### config.mk
export PLATFORM = sky130hd
export DESIGN_NAME = sysex_command_parser_unit_flat
export DESIGN_NICKNAME = d
export VERILOG_FILES = /design/src/design/sxp_pkg.sv /design/src/design/sxp_req_if.sv /design/src/design/sxp_rsp_if.sv /design/src/design/sysex_command_parser_unit.sv /design/src/design/sxp_csr.sv /design/src/design/sxp_parser.sv /design/src/design/sxp_step_mem.sv /design/src/design/sxp_engine.sv /design/src/flat_wrapper.sv
export SDC_FILE = /design/constraint.sdc
export NUM_CORES = 1
export LEC_CHECK = 0
export ABC_CLOCK_PERIOD_IN_PS = 9350
export BUFFER_PORTS_ARGS = -buffer_cell sky130_fd_sc_hd__buf_2
export CORE_MARGIN = 10
export CORE_UTILIZATION = 40
export CTS_CLUSTER_SIZE = 8
export DETAILED_ROUTE_END_ITERATION = 12
export HOLD_SLACK_MARGIN = 0.05
export SLEW_MARGIN = 10
export SYNTH_ARGS = -nofsm -noshare
export SYNTH_HDL_FRONTEND = slang
export SYNTH_SLANG_ARGS = --single-unit
### constraint.sdc
create_clock -name clock -period 9.35 [get_ports clock]
set_clock_uncertainty 0.15 [all_clocks]
set_input_delay 1.87 -clock clock [delete_from_list [all_inputs] [get_ports clock]]
set_output_delay 1.87 -clock clock [all_outputs]
set_load 0.005 [all_outputs]
### src/design/sxp_pkg.sv
`default_nettype none

package sxp_pkg;

   // MIDI framing bytes.
   localparam logic [7:0] SYSEX_START = 8'hF0;
   localparam logic [7:0] SYSEX_END   = 8'hF7;

   // Number of body bytes kept for command decoding.
   localparam int HEAD_DEPTH = 5;

   // Configuration port geometry.
   localparam int CSR_ADDR_W = 5;
   localparam int CSR_DATA_W = 32;

   // Register indexes.
   localparam logic [2:0] REG_MAKER_ID      = 3'd0;
   localparam logic [2:0] REG_CODE_PITCH    = 3'd1;
   localparam logic [2:0] REG_CODE_VELOCITY = 3'd2;
   localparam logic [2:0] REG_CODE_LENGTH   = 3'd3;
   localparam logic [2:0] REG_CODE_PLAY     = 3'd4;
   localparam logic [2:0] REG_CODE_DUMP_REQ = 3'd5;
   localparam logic [2:0] REG_CODE_DUMP_REP = 3'd6;

   // Register reset values.
   localparam logic [6:0] MAKER_ID_RESET      = 7'd125;
   localparam logic [6:0] CODE_PITCH_RESET    = 7'd1;
   localparam logic [6:0] CODE_VELOCITY_RESET = 7'd2;
   localparam logic [6:0] CODE_LENGTH_RESET   = 7'd3;
   localparam logic [6:0] CODE_PLAY_RESET     = 7'd4;
   localparam logic [6:0] CODE_DUMP_REQ_RESET = 7'd5;
   localparam logic [6:0] CODE_DUMP_REP_RESET = 7'd6;

   // Result kinds.
   localparam logic [2:0] KIND_PITCH    = 3'd0;
   localparam logic [2:0] KIND_VELOCITY = 3'd1;
   localparam logic [2:0] KIND_LENGTH   = 3'd2;
   localparam logic [2:0] KIND_PLAY     = 3'd3;
   localparam logic [2:0] KIND_DUMP     = 3'd4;

   // Positions of the fixed header bytes in a dump.
   localparam int DMP_START    = 0;
   localparam int DMP_MAKER    = 1;
   localparam int DMP_REPLY    = 2;
   localparam int DMP_LENGTH   = 3;
   localparam int DMP_PLAY     = 4;
   localparam int DMP_POSITION = 5;
   localparam int DMP_HEADER   = 6;

   typedef enum logic [2:0] {
      OP_PITCH,
      OP_VELOCITY,
      OP_LENGTH,
      OP_PLAY,
      OP_DUMP
   } op_type;

   typedef enum logic [1:0] {
      ST_IDLE,
      ST_READ,
      ST_APPLY,
      ST_DUMP
   } state_type;

   typedef struct packed {
      logic [6:0] maker_id;
      logic [6:0] code_set_pitch;
      logic [6:0] code_set_velocity;
      logic [6:0] code_set_length;
      logic [6:0] code_set_play;
      logic [6:0] code_dump_request;
      logic [6:0] code_dump_reply;
   } cfg_type;

   typedef struct packed {
      logic       valid;
      op_type     op;
      logic [2:0] step;
      logic [7:0] value;
      logic [2:0] position;
   } cmd_type;

   typedef struct packed {
      logic [6:0] pitch;
      logic [7:0] velocity;
   } step_word_type;

endpackage

`default_nettype wire

### src/design/sxp_req_if.sv
`default_nettype none

interface sxp_req_if;
   logic       valid;
   logic       ready;
   logic [7:0] in_byte;
   logic [2:0] play_position;

   modport source (output valid, output in_byte, output play_position, input ready);
   modport sink   (input valid, input in_byte, input play_position, output ready);
endinterface

`default_nettype wire

### src/design/sxp_rsp_if.sv
`default_nettype none

interface sxp_rsp_if;
   logic       valid;
   logic       ready;
   logic [2:0] event_kind;
   logic [2:0] step_index;
   logic [7:0] event_value;
   logic       run_end;

   modport source (output valid, output event_kind, output step_index, output event_value,
                   output run_end, input ready);
   modport sink   (input valid, input event_kind, input step_index, input event_value,
                   input run_end, output ready);
endinterface

`default_nettype wire

### src/design/sysex_command_parser_unit.sv
// System-exclusive command parser. MIDI bytes arrive one per beat on req_ch; 0xF0 opens a
// message, 0xF7 closes it, and the first five body bytes are kept along with a body count
// (a message longer than BODY_MAX body bytes is dropped). A closed message whose first
// body byte matches maker_id applies one command: set a step's pitch, set a step's velocity
// from two nibbles, set the sequence length (clamped to 1..STEPS), set the play flag, or
// request a dump. Each update yields one beat on rsp_ch; a dump yields 7 + 3*STEPS beats,
// the last one flagged by run_end. Per-step pitch and velocity live in a small synchronous
// memory with a registered read; each entry has a valid bit that reset clears, so the
// memory reads as zero until written and no clearing pass is needed. A byte that causes no
// result only updates the parser; a closing byte that sets the length or play flag goes to
// the apply state, and one that sets a pitch or velocity reads first, then writes back
// through the memory; the apply state waits for a free output register. A dump sends one
// beat per cycle while the consumer takes every beat, paced by the single output register.
// A new byte is accepted whenever the command engine is idle, even while the last result
// still waits in the output register. Registers: APB-style csr_ port, byte address 4*i.

`default_nettype none

module sysex_command_parser_unit #(
   parameter int STEPS    = 8,
   parameter int BODY_MAX = 32
) (
   input  logic                           clock,
   input  logic                           reset,
   sxp_req_if.sink                        req_ch,
   sxp_rsp_if.source                      rsp_ch,
   input  logic                           csr_psel,
   input  logic                           csr_penable,
   input  logic                           csr_pwrite,
   input  logic [sxp_pkg::CSR_ADDR_W-1:0] csr_paddr,
   input  logic [sxp_pkg::CSR_DATA_W-1:0] csr_pwdata,
   output logic [sxp_pkg::CSR_DATA_W-1:0] csr_prdata,
   output logic                           csr_pready
);
   import sxp_pkg::*;

   localparam int AW = $clog2(STEPS);

   cfg_type       cfg;
   cmd_type       cmd;
   logic          engine_ready;
   logic          req_accept;
   logic [AW-1:0] rd_addr;
   logic [AW-1:0] wr_addr;
   logic          wr_en;
   step_word_type rd_word;
   step_word_type wr_word;

   // The parser only ever sees a byte when the engine can take whatever it decodes.
   assign req_ch.ready = engine_ready;
   assign req_accept   = req_ch.valid && engine_ready;

   sxp_csr u_csr (
      .clock   (clock),
      .reset   (reset),
      .psel    (csr_psel),
      .penable (csr_penable),
      .pwrite  (csr_pwrite),
      .paddr   (csr_paddr),
      .pwdata  (csr_pwdata),
      .prdata  (csr_prdata),
      .pready  (csr_pready),
      .cfg     (cfg)
   );

   sxp_parser #(
      .STEPS    (STEPS),
      .BODY_MAX (BODY_MAX)
   ) u_parser (
      .clock         (clock),
      .reset         (reset),
      .accept        (req_accept),
      .in_byte       (req_ch.in_byte),
      .play_position (req_ch.play_position),
      .cfg           (cfg),
      .cmd           (cmd)
   );

   sxp_step_mem #(
      .STEPS (STEPS)
   ) u_step_mem (
      .clock   (clock),
      .reset   (reset),
      .rd_addr (rd_addr),
      .rd_word (rd_word),
      .wr_en   (wr_en),
      .wr_addr (wr_addr),
      .wr_word (wr_word)
   );

   sxp_engine #(
      .STEPS (STEPS)
   ) u_engine (
      .clock   (clock),
      .reset   (reset),
      .cfg     (cfg),
      .cmd     (cmd),
      .ready   (engine_ready),
      .rd_addr (rd_addr),
      .rd_word (rd_word),
      .wr_en   (wr_en),
      .wr_addr (wr_addr),
      .wr_word (wr_word),
      .rsp_ch  (rsp_ch)
   );

endmodule

`default_nettype wire

### src/design/sxp_csr.sv
`default_nettype none

module sxp_csr (
   input  logic                           clock,
   input  logic                           reset,
   input  logic                           psel,
   input  logic                           penable,
   input  logic                           pwrite,
   input  logic [sxp_pkg::CSR_ADDR_W-1:0] paddr,
   input  logic [sxp_pkg::CSR_DATA_W-1:0] pwdata,
   output logic [sxp_pkg::CSR_DATA_W-1:0] prdata,
   output logic                           pready,
   output sxp_pkg::cfg_type               cfg
);
   import sxp_pkg::*;

   cfg_type    cfg_ff;
   cfg_type    cfg_in;
   logic [2:0] index;
   logic       wr_strobe;
   logic [6:0] wr_value;

   assign pready    = 1'b1;
   assign index     = paddr[CSR_ADDR_W-1:2];
   assign wr_strobe = psel && penable && pwrite;
   assign wr_value  = pwdata[6:0];

   always_comb begin
      cfg_in = cfg_ff;
      if (wr_strobe) begin
         case (index)
            REG_MAKER_ID:      cfg_in.maker_id          = wr_value;
            REG_CODE_PITCH:    cfg_in.code_set_pitch    = wr_value;
            REG_CODE_VELOCITY: cfg_in.code_set_velocity = wr_value;
            REG_CODE_LENGTH:   cfg_in.code_set_length   = wr_value;
            REG_CODE_PLAY:     cfg_in.code_set_play     = wr_value;
            REG_CODE_DUMP_REQ: cfg_in.code_dump_request = wr_value;
            REG_CODE_DUMP_REP: cfg_in.code_dump_reply   = wr_value;
            default: ;
         endcase
      end
   end

   always_comb begin
      case (index)
         REG_MAKER_ID:      prdata = {25'd0, cfg_ff.maker_id};
         REG_CODE_PITCH:    prdata = {25'd0, cfg_ff.code_set_pitch};
         REG_CODE_VELOCITY: prdata = {25'd0, cfg_ff.code_set_velocity};
         REG_CODE_LENGTH:   prdata = {25'd0, cfg_ff.code_set_length};
         REG_CODE_PLAY:     prdata = {25'd0, cfg_ff.code_set_play};
         REG_CODE_DUMP_REQ: prdata = {25'd0, cfg_ff.code_dump_request};
         REG_CODE_DUMP_REP: prdata = {25'd0, cfg_ff.code_dump_reply};
         default:           prdata = '0;
      endcase
   end

   always_ff @(posedge clock) begin
      if (reset) begin
         cfg_ff.maker_id          <= MAKER_ID_RESET;
         cfg_ff.code_set_pitch    <= CODE_PITCH_RESET;
         cfg_ff.code_set_velocity <= CODE_VELOCITY_RESET;
         cfg_ff.code_set_length   <= CODE_LENGTH_RESET;
         cfg_ff.code_set_play     <= CODE_PLAY_RESET;
         cfg_ff.code_dump_request <= CODE_DUMP_REQ_RESET;
         cfg_ff.code_dump_reply   <= CODE_DUMP_REP_RESET;
      end else begin
         cfg_ff <= cfg_in;
      end
   end

   assign cfg = cfg_ff;

endmodule

`default_nettype wire

### src/design/sxp_parser.sv
`default_nettype none

module sxp_parser #(
   parameter int STEPS    = 8,
   parameter int BODY_MAX = 32
) (
   input  logic             clock,
   input  logic             reset,
   input  logic             accept,
   input  logic [7:0]       in_byte,
   input  logic [2:0]       play_position,
   input  sxp_pkg::cfg_type cfg,
   output sxp_pkg::cmd_type cmd
);
   import sxp_pkg::*;

   localparam int CW = $clog2(BODY_MAX + 1);

   logic          inside_ff;
   logic          inside_in;
   logic [CW-1:0] count_ff;
   logic [CW-1:0] count_in;
   logic [7:0]    head_ff [HEAD_DEPTH];
   logic          body_beat;

   assign body_beat = accept && inside_ff && (in_byte != SYSEX_START) && (in_byte != SYSEX_END);

   always_comb begin
      inside_in = inside_ff;
      count_in  = count_ff;
      if (accept) begin
         if (in_byte == SYSEX_START) begin
            inside_in = 1'b1;
            count_in  = '0;
         end else if (in_byte == SYSEX_END) begin
            inside_in = 1'b0;
            count_in  = '0;
         end else if (inside_ff) begin
            if (count_ff < CW'(BODY_MAX)) begin
               count_in = count_ff + CW'(1);
            end else begin
               // Overflow drops the message until the next start byte.
               inside_in = 1'b0;
               count_in  = '0;
            end
         end
      end
   end

   always_ff @(posedge clock) begin
      if (reset) begin
         inside_ff <= 1'b0;
         count_ff  <= '0;
      end else begin
         inside_ff <= inside_in;
         count_ff  <= count_in;
      end
   end

   always_ff @(posedge clock) begin
      for (int i = 0; i < HEAD_DEPTH; i++) begin
         if (body_beat && (count_ff == CW'(i))) begin
            head_ff[i] <= in_byte;
         end
      end
   end

   // Command decode on the closing byte; the count guards every head entry read.
   always_comb begin
      logic       maker_ok;
      logic       step_ok;
      logic       hit;
      logic [7:0] clamp;
      maker_ok = (count_ff >= CW'(2)) && (head_ff[0] == {1'b0, cfg.maker_id});
      step_ok  = int'(head_ff[2][2:0]) < STEPS;
      hit      = 1'b0;
      if (head_ff[2] == 8'd0) begin
         clamp = 8'd1;
      end else if (head_ff[2] > 8'(STEPS)) begin
         clamp = 8'(STEPS);
      end else begin
         clamp = head_ff[2];
      end
      cmd          = '0;
      cmd.step     = head_ff[2][2:0];
      cmd.position = play_position;
      if (head_ff[1] == {1'b0, cfg.code_set_pitch}) begin
         hit       = (count_ff >= CW'(4)) && step_ok;
         cmd.op    = OP_PITCH;
         cmd.value = {1'b0, head_ff[3][6:0]};
      end else if (head_ff[1] == {1'b0, cfg.code_set_velocity}) begin
         hit       = (count_ff >= CW'(5)) && step_ok;
         cmd.op    = OP_VELOCITY;
         cmd.value = {head_ff[3][3:0], head_ff[4][3:0]};
      end else if (head_ff[1] == {1'b0, cfg.code_set_length}) begin
         hit       = count_ff >= CW'(3);
         cmd.op    = OP_LENGTH;
         cmd.value = {4'd0, clamp[3:0]};
      end else if (head_ff[1] == {1'b0, cfg.code_set_play}) begin
         hit       = count_ff >= CW'(3);
         cmd.op    = OP_PLAY;
         cmd.value = {7'd0, head_ff[2] != 8'd0};
      end else if (head_ff[1] == {1'b0, cfg.code_dump_request}) begin
         hit       = 1'b1;
         cmd.op    = OP_DUMP;
      end
      cmd.valid = accept && (in_byte == SYSEX_END) && inside_ff && maker_ok && hit;
   end

endmodule

`default_nettype wire

### src/design/sxp_step_mem.sv
`default_nettype none

module sxp_step_mem #(
   parameter int STEPS = 8
) (
   input  logic                       clock,
   input  logic                       reset,
   input  logic [$clog2(STEPS)-1:0]   rd_addr,
   output sxp_pkg::step_word_type     rd_word,
   input  logic                       wr_en,
   input  logic [$clog2(STEPS)-1:0]   wr_addr,
   input  sxp_pkg::step_word_type     wr_word
);
   import sxp_pkg::*;

   step_word_type    word_ff [STEPS];
   logic [STEPS-1:0] valid_ff;
   step_word_type    rd_word_ff;
   logic             rd_valid_ff;

   always_ff @(posedge clock) begin
      if (wr_en) begin
         word_ff[wr_addr] <= wr_word;
      end
      rd_word_ff <= word_ff[rd_addr];
   end

   always_ff @(posedge clock) begin
      if (reset) begin
         valid_ff    <= '0;
         rd_valid_ff <= 1'b0;
      end else begin
         if (wr_en) begin
            valid_ff[wr_addr] <= 1'b1;
         end
         rd_valid_ff <= valid_ff[rd_addr];
      end
   end

   // An entry never written reads as zero.
   assign rd_word = rd_valid_ff ? rd_word_ff : '0;

endmodule

`default_nettype wire

### src/design/sxp_engine.sv
`default_nettype none

module sxp_engine #(
   parameter int STEPS = 8
) (
   input  logic                       clock,
   input  logic                       reset,
   input  sxp_pkg::cfg_type           cfg,
   input  sxp_pkg::cmd_type           cmd,
   output logic                       ready,
   output logic [$clog2(STEPS)-1:0]   rd_addr,
   input  sxp_pkg::step_word_type     rd_word,
   output logic                       wr_en,
   output logic [$clog2(STEPS)-1:0]   wr_addr,
   output sxp_pkg::step_word_type     wr_word,
   sxp_rsp_if.source                  rsp_ch
);
   import sxp_pkg::*;

   localparam int AW         = $clog2(STEPS);
   localparam int DUMP_LEN   = 7 + 3 * STEPS;
   localparam int IW         = $clog2(DUMP_LEN);
   localparam int PITCH_BASE = DMP_HEADER;
   localparam int VEL_BASE   = DMP_HEADER + STEPS;
   localparam int LAST_POS   = DUMP_LEN - 1;

   state_type     state_ff;
   state_type     state_in;
   cmd_type       cmd_ff;
   logic [IW-1:0] idx_ff;
   logic [IW-1:0] idx_in;
   logic [3:0]    length_ff;
   logic [3:0]    length_in;
   logic          play_ff;
   logic          play_in;

   logic          rsp_valid_ff;
   logic          rsp_valid_in;
   logic [2:0]    rsp_kind_ff;
   logic [2:0]    rsp_step_ff;
   logic [7:0]    rsp_value_ff;
   logic          rsp_end_ff;

   logic          out_free;
   logic          emit;
   logic          dump_last;
   logic [2:0]    ev_kind;
   logic [2:0]    ev_step;
   logic [7:0]    ev_value;
   logic          ev_end;
   logic [7:0]    dump_byte;
   logic [IW-1:0] vel_off;

   // Memory entry that holds the data for dump byte k.
   function automatic logic [AW-1:0] addr_of(input logic [IW-1:0] k);
      logic [IW-1:0] off;
      addr_of = '0;
      if (k >= IW'(VEL_BASE) && k < IW'(LAST_POS)) begin
         off     = k - IW'(VEL_BASE);
         addr_of = AW'(off >> 1);
      end else if (k >= IW'(PITCH_BASE) && k < IW'(VEL_BASE)) begin
         off     = k - IW'(PITCH_BASE);
         addr_of = AW'(off);
      end
   endfunction

   assign ready     = (state_ff == ST_IDLE);
   assign out_free  = !rsp_valid_ff || rsp_ch.ready;
   assign dump_last = (idx_ff == IW'(LAST_POS));
   assign wr_addr   = AW'(cmd_ff.step);
   assign vel_off   = idx_ff - IW'(VEL_BASE);

   always_comb begin
      if (dump_last) begin
         dump_byte = SYSEX_END;
      end else if (idx_ff >= IW'(VEL_BASE)) begin
         dump_byte = vel_off[0] ? {4'd0, rd_word.velocity[3:0]}
                                : {4'd0, rd_word.velocity[7:4]};
      end else if (idx_ff >= IW'(PITCH_BASE)) begin
         dump_byte = {1'b0, rd_word.pitch};
      end else if (idx_ff == IW'(DMP_START)) begin
         dump_byte = SYSEX_START;
      end else if (idx_ff == IW'(DMP_MAKER)) begin
         dump_byte = {1'b0, cfg.maker_id};
      end else if (idx_ff == IW'(DMP_REPLY)) begin
         dump_byte = {1'b0, cfg.code_dump_reply};
      end else if (idx_ff == IW'(DMP_LENGTH)) begin
         dump_byte = {4'd0, length_ff};
      end else if (idx_ff == IW'(DMP_PLAY)) begin
         dump_byte = {7'd0, play_ff};
      end else if (idx_ff == IW'(DMP_POSITION)) begin
         dump_byte = {5'd0, cmd_ff.position};
      end else begin
         dump_byte = 8'd0;
      end
   end

   // Next state.
   always_comb begin
      state_in = state_ff;
      case (state_ff)
         ST_IDLE: begin
            if (cmd.valid) begin
               case (cmd.op)
                  OP_PITCH, OP_VELOCITY: state_in = ST_READ;
                  OP_LENGTH, OP_PLAY:    state_in = ST_APPLY;
                  OP_DUMP:               state_in = ST_DUMP;
                  default:               state_in = ST_IDLE;
               endcase
            end
         end
         ST_READ:  state_in = ST_APPLY;
         ST_APPLY: begin
            if (out_free) begin
               state_in = ST_IDLE;
            end
         end
         ST_DUMP: begin
            if (out_free && dump_last) begin
               state_in = ST_IDLE;
            end
         end
         default:  state_in = ST_IDLE;
      endcase
   end

   // Outputs.
   always_comb begin
      emit     = 1'b0;
      wr_en    = 1'b0;
      rd_addr  = '0;
      wr_word  = rd_word;
      ev_kind  = KIND_DUMP;
      ev_step  = 3'd0;
      ev_value = cmd_ff.value;
      ev_end   = 1'b1;
      case (state_ff)
         ST_READ: begin
            rd_addr = AW'(cmd_ff.step);
         end
         ST_APPLY: begin
            rd_addr = AW'(cmd_ff.step);
            emit    = out_free;
            case (cmd_ff.op)
               OP_PITCH: begin
                  ev_kind       = KIND_PITCH;
                  ev_step       = cmd_ff.step;
                  wr_word.pitch = cmd_ff.value[6:0];
                  wr_en         = out_free;
               end
               OP_VELOCITY: begin
                  ev_kind          = KIND_VELOCITY;
                  ev_step          = cmd_ff.step;
                  wr_word.velocity = cmd_ff.value;
                  wr_en            = out_free;
               end
               OP_LENGTH: ev_kind = KIND_LENGTH;
               OP_PLAY:   ev_kind = KIND_PLAY;
               default: ;
            endcase
         end
         ST_DUMP: begin
            emit     = out_free;
            // Look one byte ahead so the read data lines up with the byte sent.
            rd_addr  = addr_of(out_free ? idx_ff + IW'(1) : idx_ff);
            ev_value = dump_byte;
            ev_end   = dump_last;
         end
         default: ;
      endcase
   end

   always_comb begin
      idx_in    = idx_ff;
      length_in = length_ff;
      play_in   = play_ff;
      if (state_ff == ST_IDLE) begin
         idx_in = '0;
      end else if (state_ff == ST_DUMP && out_free) begin
         idx_in = idx_ff + IW'(1);
      end
      if (state_ff == ST_APPLY && emit) begin
         if (cmd_ff.op == OP_LENGTH) begin
            length_in = cmd_ff.value[3:0];
         end
         if (cmd_ff.op == OP_PLAY) begin
            play_in = cmd_ff.value[0];
         end
      end
      rsp_valid_in = emit || (rsp_valid_ff && !rsp_ch.ready);
   end

   always_ff @(posedge clock) begin
      if (reset) begin
         state_ff     <= ST_IDLE;
         idx_ff       <= '0;
         length_ff    <= 4'(STEPS);
         play_ff      <= 1'b0;
         rsp_valid_ff <= 1'b0;
      end else begin
         state_ff     <= state_in;
         idx_ff       <= idx_in;
         length_ff    <= length_in;
         play_ff      <= play_in;
         rsp_valid_ff <= rsp_valid_in;
      end
   end

   always_ff @(posedge clock) begin
      if (state_ff == ST_IDLE && cmd.valid) begin
         cmd_ff <= cmd;
      end
      if (emit) begin
         rsp_kind_ff  <= ev_kind;
         rsp_step_ff  <= ev_step;
         rsp_value_ff <= ev_value;
         rsp_end_ff   <= ev_end;
      end
   end

   assign rsp_ch.valid       = rsp_valid_ff;
   assign rsp_ch.event_kind  = rsp_kind_ff;
   assign rsp_ch.step_index  = rsp_step_ff;
   assign rsp_ch.event_value = rsp_value_ff;
   assign rsp_ch.run_end     = rsp_end_ff;

`ifndef SYNTHESIS
   a_cmd_only_idle: assert property (@(posedge clock) disable iff (reset)
      cmd.valid |-> (state_ff == ST_IDLE))
      else $error("command decoded while the engine is busy");

   a_dump_ends: assert property (@(posedge clock) disable iff (reset)
      (state_ff == ST_DUMP && out_free && dump_last) |=> (state_ff == ST_IDLE))
      else $error("dump did not finish after its closing byte");

   a_partial_is_dump: assert property (@(posedge clock) disable iff (reset)
      (rsp_valid_ff && !rsp_end_ff) |-> (rsp_kind_ff == KIND_DUMP))
      else $error("non-final beat on a single-result update");

   a_write_after_read: assert property (@(posedge clock) disable iff (reset)
      wr_en |-> (state_ff == ST_APPLY && $past(state_ff) != ST_IDLE))
      else $error("step memory written without a preceding read");
`endif

endmodule

`default_nettype wire
### src/flat_wrapper.sv
// flat-port wrapper written by rule: the top's interface ports become plain ports
module sysex_command_parser_unit_flat import sxp_pkg::*;
#(
   parameter int STEPS    = 8,
   parameter int BODY_MAX = 32
)
  (clock, reset, csr_psel, csr_penable, csr_pwrite, csr_paddr, csr_pwdata, csr_prdata, csr_pready, req_ch_valid, req_ch_in_byte, req_ch_play_position, req_ch_ready, rsp_ch_valid, rsp_ch_event_kind, rsp_ch_step_index, rsp_ch_event_value, rsp_ch_run_end, rsp_ch_ready);
  sxp_req_if req_ch_i ();
  sxp_rsp_if rsp_ch_i ();
  input  logic clock;
  input  logic reset;
  input  logic csr_psel;
  input  logic csr_penable;
  input  logic csr_pwrite;
  input  logic [sxp_pkg::CSR_ADDR_W-1:0] csr_paddr;
  input  logic [sxp_pkg::CSR_DATA_W-1:0] csr_pwdata;
  output logic [sxp_pkg::CSR_DATA_W-1:0] csr_prdata;
  output logic csr_pready;
  input wire logic [$bits(req_ch_i.valid)-1:0] req_ch_valid;
  input wire logic [$bits(req_ch_i.in_byte)-1:0] req_ch_in_byte;
  input wire logic [$bits(req_ch_i.play_position)-1:0] req_ch_play_position;
  output wire logic [$bits(req_ch_i.ready)-1:0] req_ch_ready;
  output wire logic [$bits(rsp_ch_i.valid)-1:0] rsp_ch_valid;
  output wire logic [$bits(rsp_ch_i.event_kind)-1:0] rsp_ch_event_kind;
  output wire logic [$bits(rsp_ch_i.step_index)-1:0] rsp_ch_step_index;
  output wire logic [$bits(rsp_ch_i.event_value)-1:0] rsp_ch_event_value;
  output wire logic [$bits(rsp_ch_i.run_end)-1:0] rsp_ch_run_end;
  input wire logic [$bits(rsp_ch_i.ready)-1:0] rsp_ch_ready;
  assign req_ch_i.valid = req_ch_valid;
  assign req_ch_i.in_byte = req_ch_in_byte;
  assign req_ch_i.play_position = req_ch_play_position;
  assign req_ch_ready = req_ch_i.ready;
  assign rsp_ch_valid = rsp_ch_i.valid;
  assign rsp_ch_event_kind = rsp_ch_i.event_kind;
  assign rsp_ch_step_index = rsp_ch_i.step_index;
  assign rsp_ch_event_value = rsp_ch_i.event_value;
  assign rsp_ch_run_end = rsp_ch_i.run_end;
  assign rsp_ch_i.ready = rsp_ch_ready;
  sysex_command_parser_unit #(.STEPS(STEPS), .BODY_MAX(BODY_MAX)) u_core (.clock(clock), .reset(reset), .req_ch(req_ch_i), .rsp_ch(rsp_ch_i), .csr_psel(csr_psel), .csr_penable(csr_penable), .csr_pwrite(csr_pwrite), .csr_paddr(csr_paddr), .csr_pwdata(csr_pwdata), .csr_prdata(csr_prdata), .csr_pready(csr_pready));
endmodule
==> impl_metrics.json <==
{
  "status": "finished, final reports clean",
  "final_cell_mix": "edfxtp_1, mux2i_1, dfxtp_1",
  "dp.cells": 1428,
  "antenna_found_initial": 0,
  "drtIter0Drc": 506,
  "post_dp_cell_area_sq_um": 13200,
  "cts.clk_slew.worst_paths_ns": 0.05,
  "timing.final.crit_period_ns": 5.27,
  "critPathMaxStageDelay_ns": 0.48,
  "avgSynthCellArea_sq_um": 12.5,
  "worst_ep_required_time_ns": 7.33,
  "hold_buffers": 0,
  "synth_edf_count": 187,
  "path_max_fanout": 20,
  "wl_mm": 29.5,
  "drtPass1Iterations": 5,
  "ys.flop_type": "edfxtp_1",
  "crit_end": "csr_prdata[2]",
  "synthSimpleGateAreaFrac_pct": 10.8,
  "diodes": 0,
  "die_w_microns": 198,
  "std_cell_rows": 65,
  "worstMarginPinSlew_ns": 1.07,
  "clockRootBuffer": "clkbuf_16",
  "timing.rr.end": "u_core.u_step_mem.rd_word_ff[11]",
  "place_hpwl_mm": 19.3,
  "gp_congestion": 0.831,
  "synth_cell_types": 70,
  "multi_input_area_sq_um": 4820,
  "cp.arrival_ns": 3.25,
  "worstRegToRegCells": 12,
  "htree_num_levels": 2,
  "drv_slew": 0,
  "yosysSeqAreaShare_pct": 58.8,
  "startpoint": "csr_paddr[2]",
  "crit_path_start_kind": "input port",
  "cts_sinks": 280,
  "routedWlPerCell_microns": 19.7,
  "synth-compound-area-share_pct": 9.19,
  "area_delta_synth_final_pct": 13.6,
  "hold_depth": 2,
  "grt_max_degree": 71,
  "final_common_cell": "edfxtp_1",
  "cts_buffer_depth": 3,
  "fin_nets": 1139,
  "grt_overflow": 0,
  "period_share_pct": 56.4,
  "hold_path_class": "flip-flop to flip-flop",
  "synth-async-reset-ratio_pct": 0,
  "muxShareOfSynthArea_pct": 12.0,
  "cts_setup_buffers": 0,
  "synth_xor_area_share_pct": 3.50,
  "seq_area_sq_um": 7480,
  "vias_per_cell": 5.26,
  "final_util_pct": 45.9,
  "portBuffers": 51,
  "crit_chain": "buf_2 > nor2b_1 > a22o_1 > a21oi_1 > o21ai_0 > buf_2",
  "final_cells": 1501,
  "fill_cells": 2887,
  "cts_buffers": 41,
  "yosys_warnings": 0,
  "max-slew-margin-rel_pct": 27.9,
  "vdd_drop_max_mv": 0.221,
  "grtUsageTotal_pct": 15.1,
  "synth_top_family_by_area": "multiplexers",
  "setup_tns_ns": 0,
  "powerDensity_nw_per_um2": 215,
  "slowest_stage": "nor2b_1",
  "critPathKind": "input port to output pin",
  "power.leakage_nw": 5.00,
  "core_sq_um": 31500,
  "cap_violations": 0,
  "grt_pass1_wl_mm": 46.4,
  "synth_fa_ha_area_share_pct": 1.48,
  "setup_viol": 0,
  "fin_area_sq_um": 14400,
  "rsz0062_at_grt": "no",
  "drive_gt1_share_pct": 15.6,
  "cts_tree": "done",
  "cts_resized": 0,
  "synth.ff_latch_count": 280,
  "reg2reg_from": "u_core.u_engine.idx_ff[0]",
  "die_h_microns": 198,
  "fmax_mhz": 190,
  "netlist_area_sq_um": 12700,
  "reg2reg_slack_ns": 5.15,
  "start_util_pct": 40.4,
  "insertion_delay_ns": 0.53,
  "drc": 0,
  "worst_hold_slack_ns": 0.312,
  "hold_viol": 0,
  "ant_nets": 0,
  "postSynthCellCount": 1017,
  "crit_top_cell": "buf_2",
  "dr_total_vias": 7889,
  "dieArea_sq_um": 39300,
  "first_global_vias": 8003,
  "ios": 105,
  "end_kind": "output pin"
}
-- per-stage QoR --
stage | setup slack [ns] | power (mW)
finish | 4.08 | 3.11
floorplan | 3.96 | 1.68
global placement | 4.00 | 1.78
global route | 3.91 | 3.24
detailed placement | 3.99 | 1.78
CTS | 4.06 | 3.15
-- cells by family (layout without fill, tap and decap cells) --
kind of cell / count (synthesis) / count (layout)
compound gates: 154 / 154
other cells: 2 / 26
xor+xnor: 50 / 50
flops: 280 / 280
buf+inv: 100 / 158
mux: 126 / 126
fa+ha+maj: 15 / 15
simple gates: 290 / 290
-- power breakdown --
part	internal, mW	switching, mW
sequential	1.40	0.0372
combinational	0.125	0.200
clock	0.837	0.514
total	2.36	0.752
-- registers in the layout (all words and copies together) (netlist names) --
name,flops
u_core.u_step_mem.word_ff,120
u_core.u_engine.rsp_ch.step_index,3
u_core.u_engine.rsp_ch.event_value,8
u_core.u_engine.rsp_ch.event_kind,3
u_core.u_parser.head_ff,35
u_core.u_parser.count_ff,6
u_core.u_engine.play_ff,1
u_core.u_step_mem.rd_valid_ff,1
u_core.u_engine.rsp_ch.run_end,1
u_core.u_engine.wr_addr,3
u_core.u_step_mem.valid_ff,8
u_core.u_engine.length_ff,4
u_core.u_step_mem.rd_word_ff,15
u_core.u_parser.inside_ff,1
u_core.u_engine.cmd_ff,14
u_core.u_engine.idx_ff,5
u_core.u_engine.rsp_ch.valid,1
u_core.u_csr.cfg,49
u_core.u_engine.state_ff,2
-- worst min-delay path by stage --
| stage | from | end | slack [ns] |
|---|---|---|---|
| 4_1_cts | u_core.u_step_mem.valid_ff[0] | u_core.u_step_mem.valid_ff[0] | 0.32 |
| 6_report | u_core.u_step_mem.valid_ff[0] | u_core.u_step_mem.valid_ff[0] | 0.31 |
| 5_1_grt | u_core.u_step_mem.valid_ff[0] | u_core.u_step_mem.valid_ff[0] | 0.34 |
| 2_1_floorplan | u_core.u_parser.head_ff[0][16] | u_core.u_engine.wr_addr[0] | 0.28 |
| 3_5_place_dp | u_core.u_step_mem.valid_ff[0] | u_core.u_step_mem.valid_ff[0] | 0.31 |
| 3_3_place_gp | u_core.u_step_mem.valid_ff[0] | u_core.u_step_mem.valid_ff[0] | 0.29 |
-- final cells by class --
type | count | share of cell area (%)
clock buffers | 70 | 8.00
clock inverters | 3 | 0.312
inverters | 18 | 0.468
multi-input cells | 661 | 33.4
flip-flops and latches | 280 | 51.7
well taps | 402 | 3.48
repair buffers | 67 | 2.60
-- cell usage after synthesis (3+ instances only) --
cell | n | area (sq um)
or3_1 | 3 | 18.8
o21a_1 | 4 | 30.0
o22a_1 | 5 | 43.8
edfxtp_1 | 187 | 5620
nor4_1 | 15 | 93.8
a221oi_2 | 10 | 150
clkbuf_1 | 35 | 131
nand2b_1 | 10 | 62.6
nand4_1 | 6 | 37.5
a221oi_1 | 11 | 96.3
a21oi_1 | 20 | 100
a22o_1 | 5 | 43.8
o21ai_0 | 37 | 185
buf_2 | 10 | 50.1
xnor2_1 | 6 | 52.6
mux2i_1 | 96 | 961
and2_1 | 11 | 68.8
a311oi_1 | 3 | 26.3
buf_6 | 5 | 56.3
mux2_2 | 10 | 113
nor2b_1 | 12 | 75.1
nor3b_1 | 5 | 37.5
nor2_1 | 88 | 330
and3_1 | 4 | 25.0
ha_1 | 15 | 188
o221ai_1 | 5 | 43.8
a32oi_1 | 3 | 26.3
inv_1 | 17 | 63.8
xor2_1 | 43 | 377
nand2_1 | 92 | 345
mux4_2 | 20 | 450
dfxtp_1 | 93 | 1860
nand3_1 | 11 | 55.1
a31oi_1 | 5 | 31.3
nand3b_1 | 4 | 30.0
nor3_1 | 15 | 75.1
a211oi_1 | 3 | 22.5
or2_2 | 3 | 18.8
a211o_1 | 8 | 70.1
o31ai_1 | 4 | 30.0
buf_4 | 30 | 225
a21o_1 | 15 | 113
-- per-layer routing --
metal  GRT usage [%]  wire [microns]  vias to the layer above
li1                -               -                     3821
met1            19.2           13000                     3833
met2            25.5           14400                      182
met3            2.39            1270                       53
met4            5.52             821                        0
met5               0               0                        -
-- critical path, delay by kind of cell --
family | cells | cell delay, ns
buffers and inverters | 2 | 0.53
AOI/OAI and AO/OA | 3 | 0.37
and+or+nand+nor | 1 | 0.48
No activity file was read; power rests on OpenSTA's default activity.
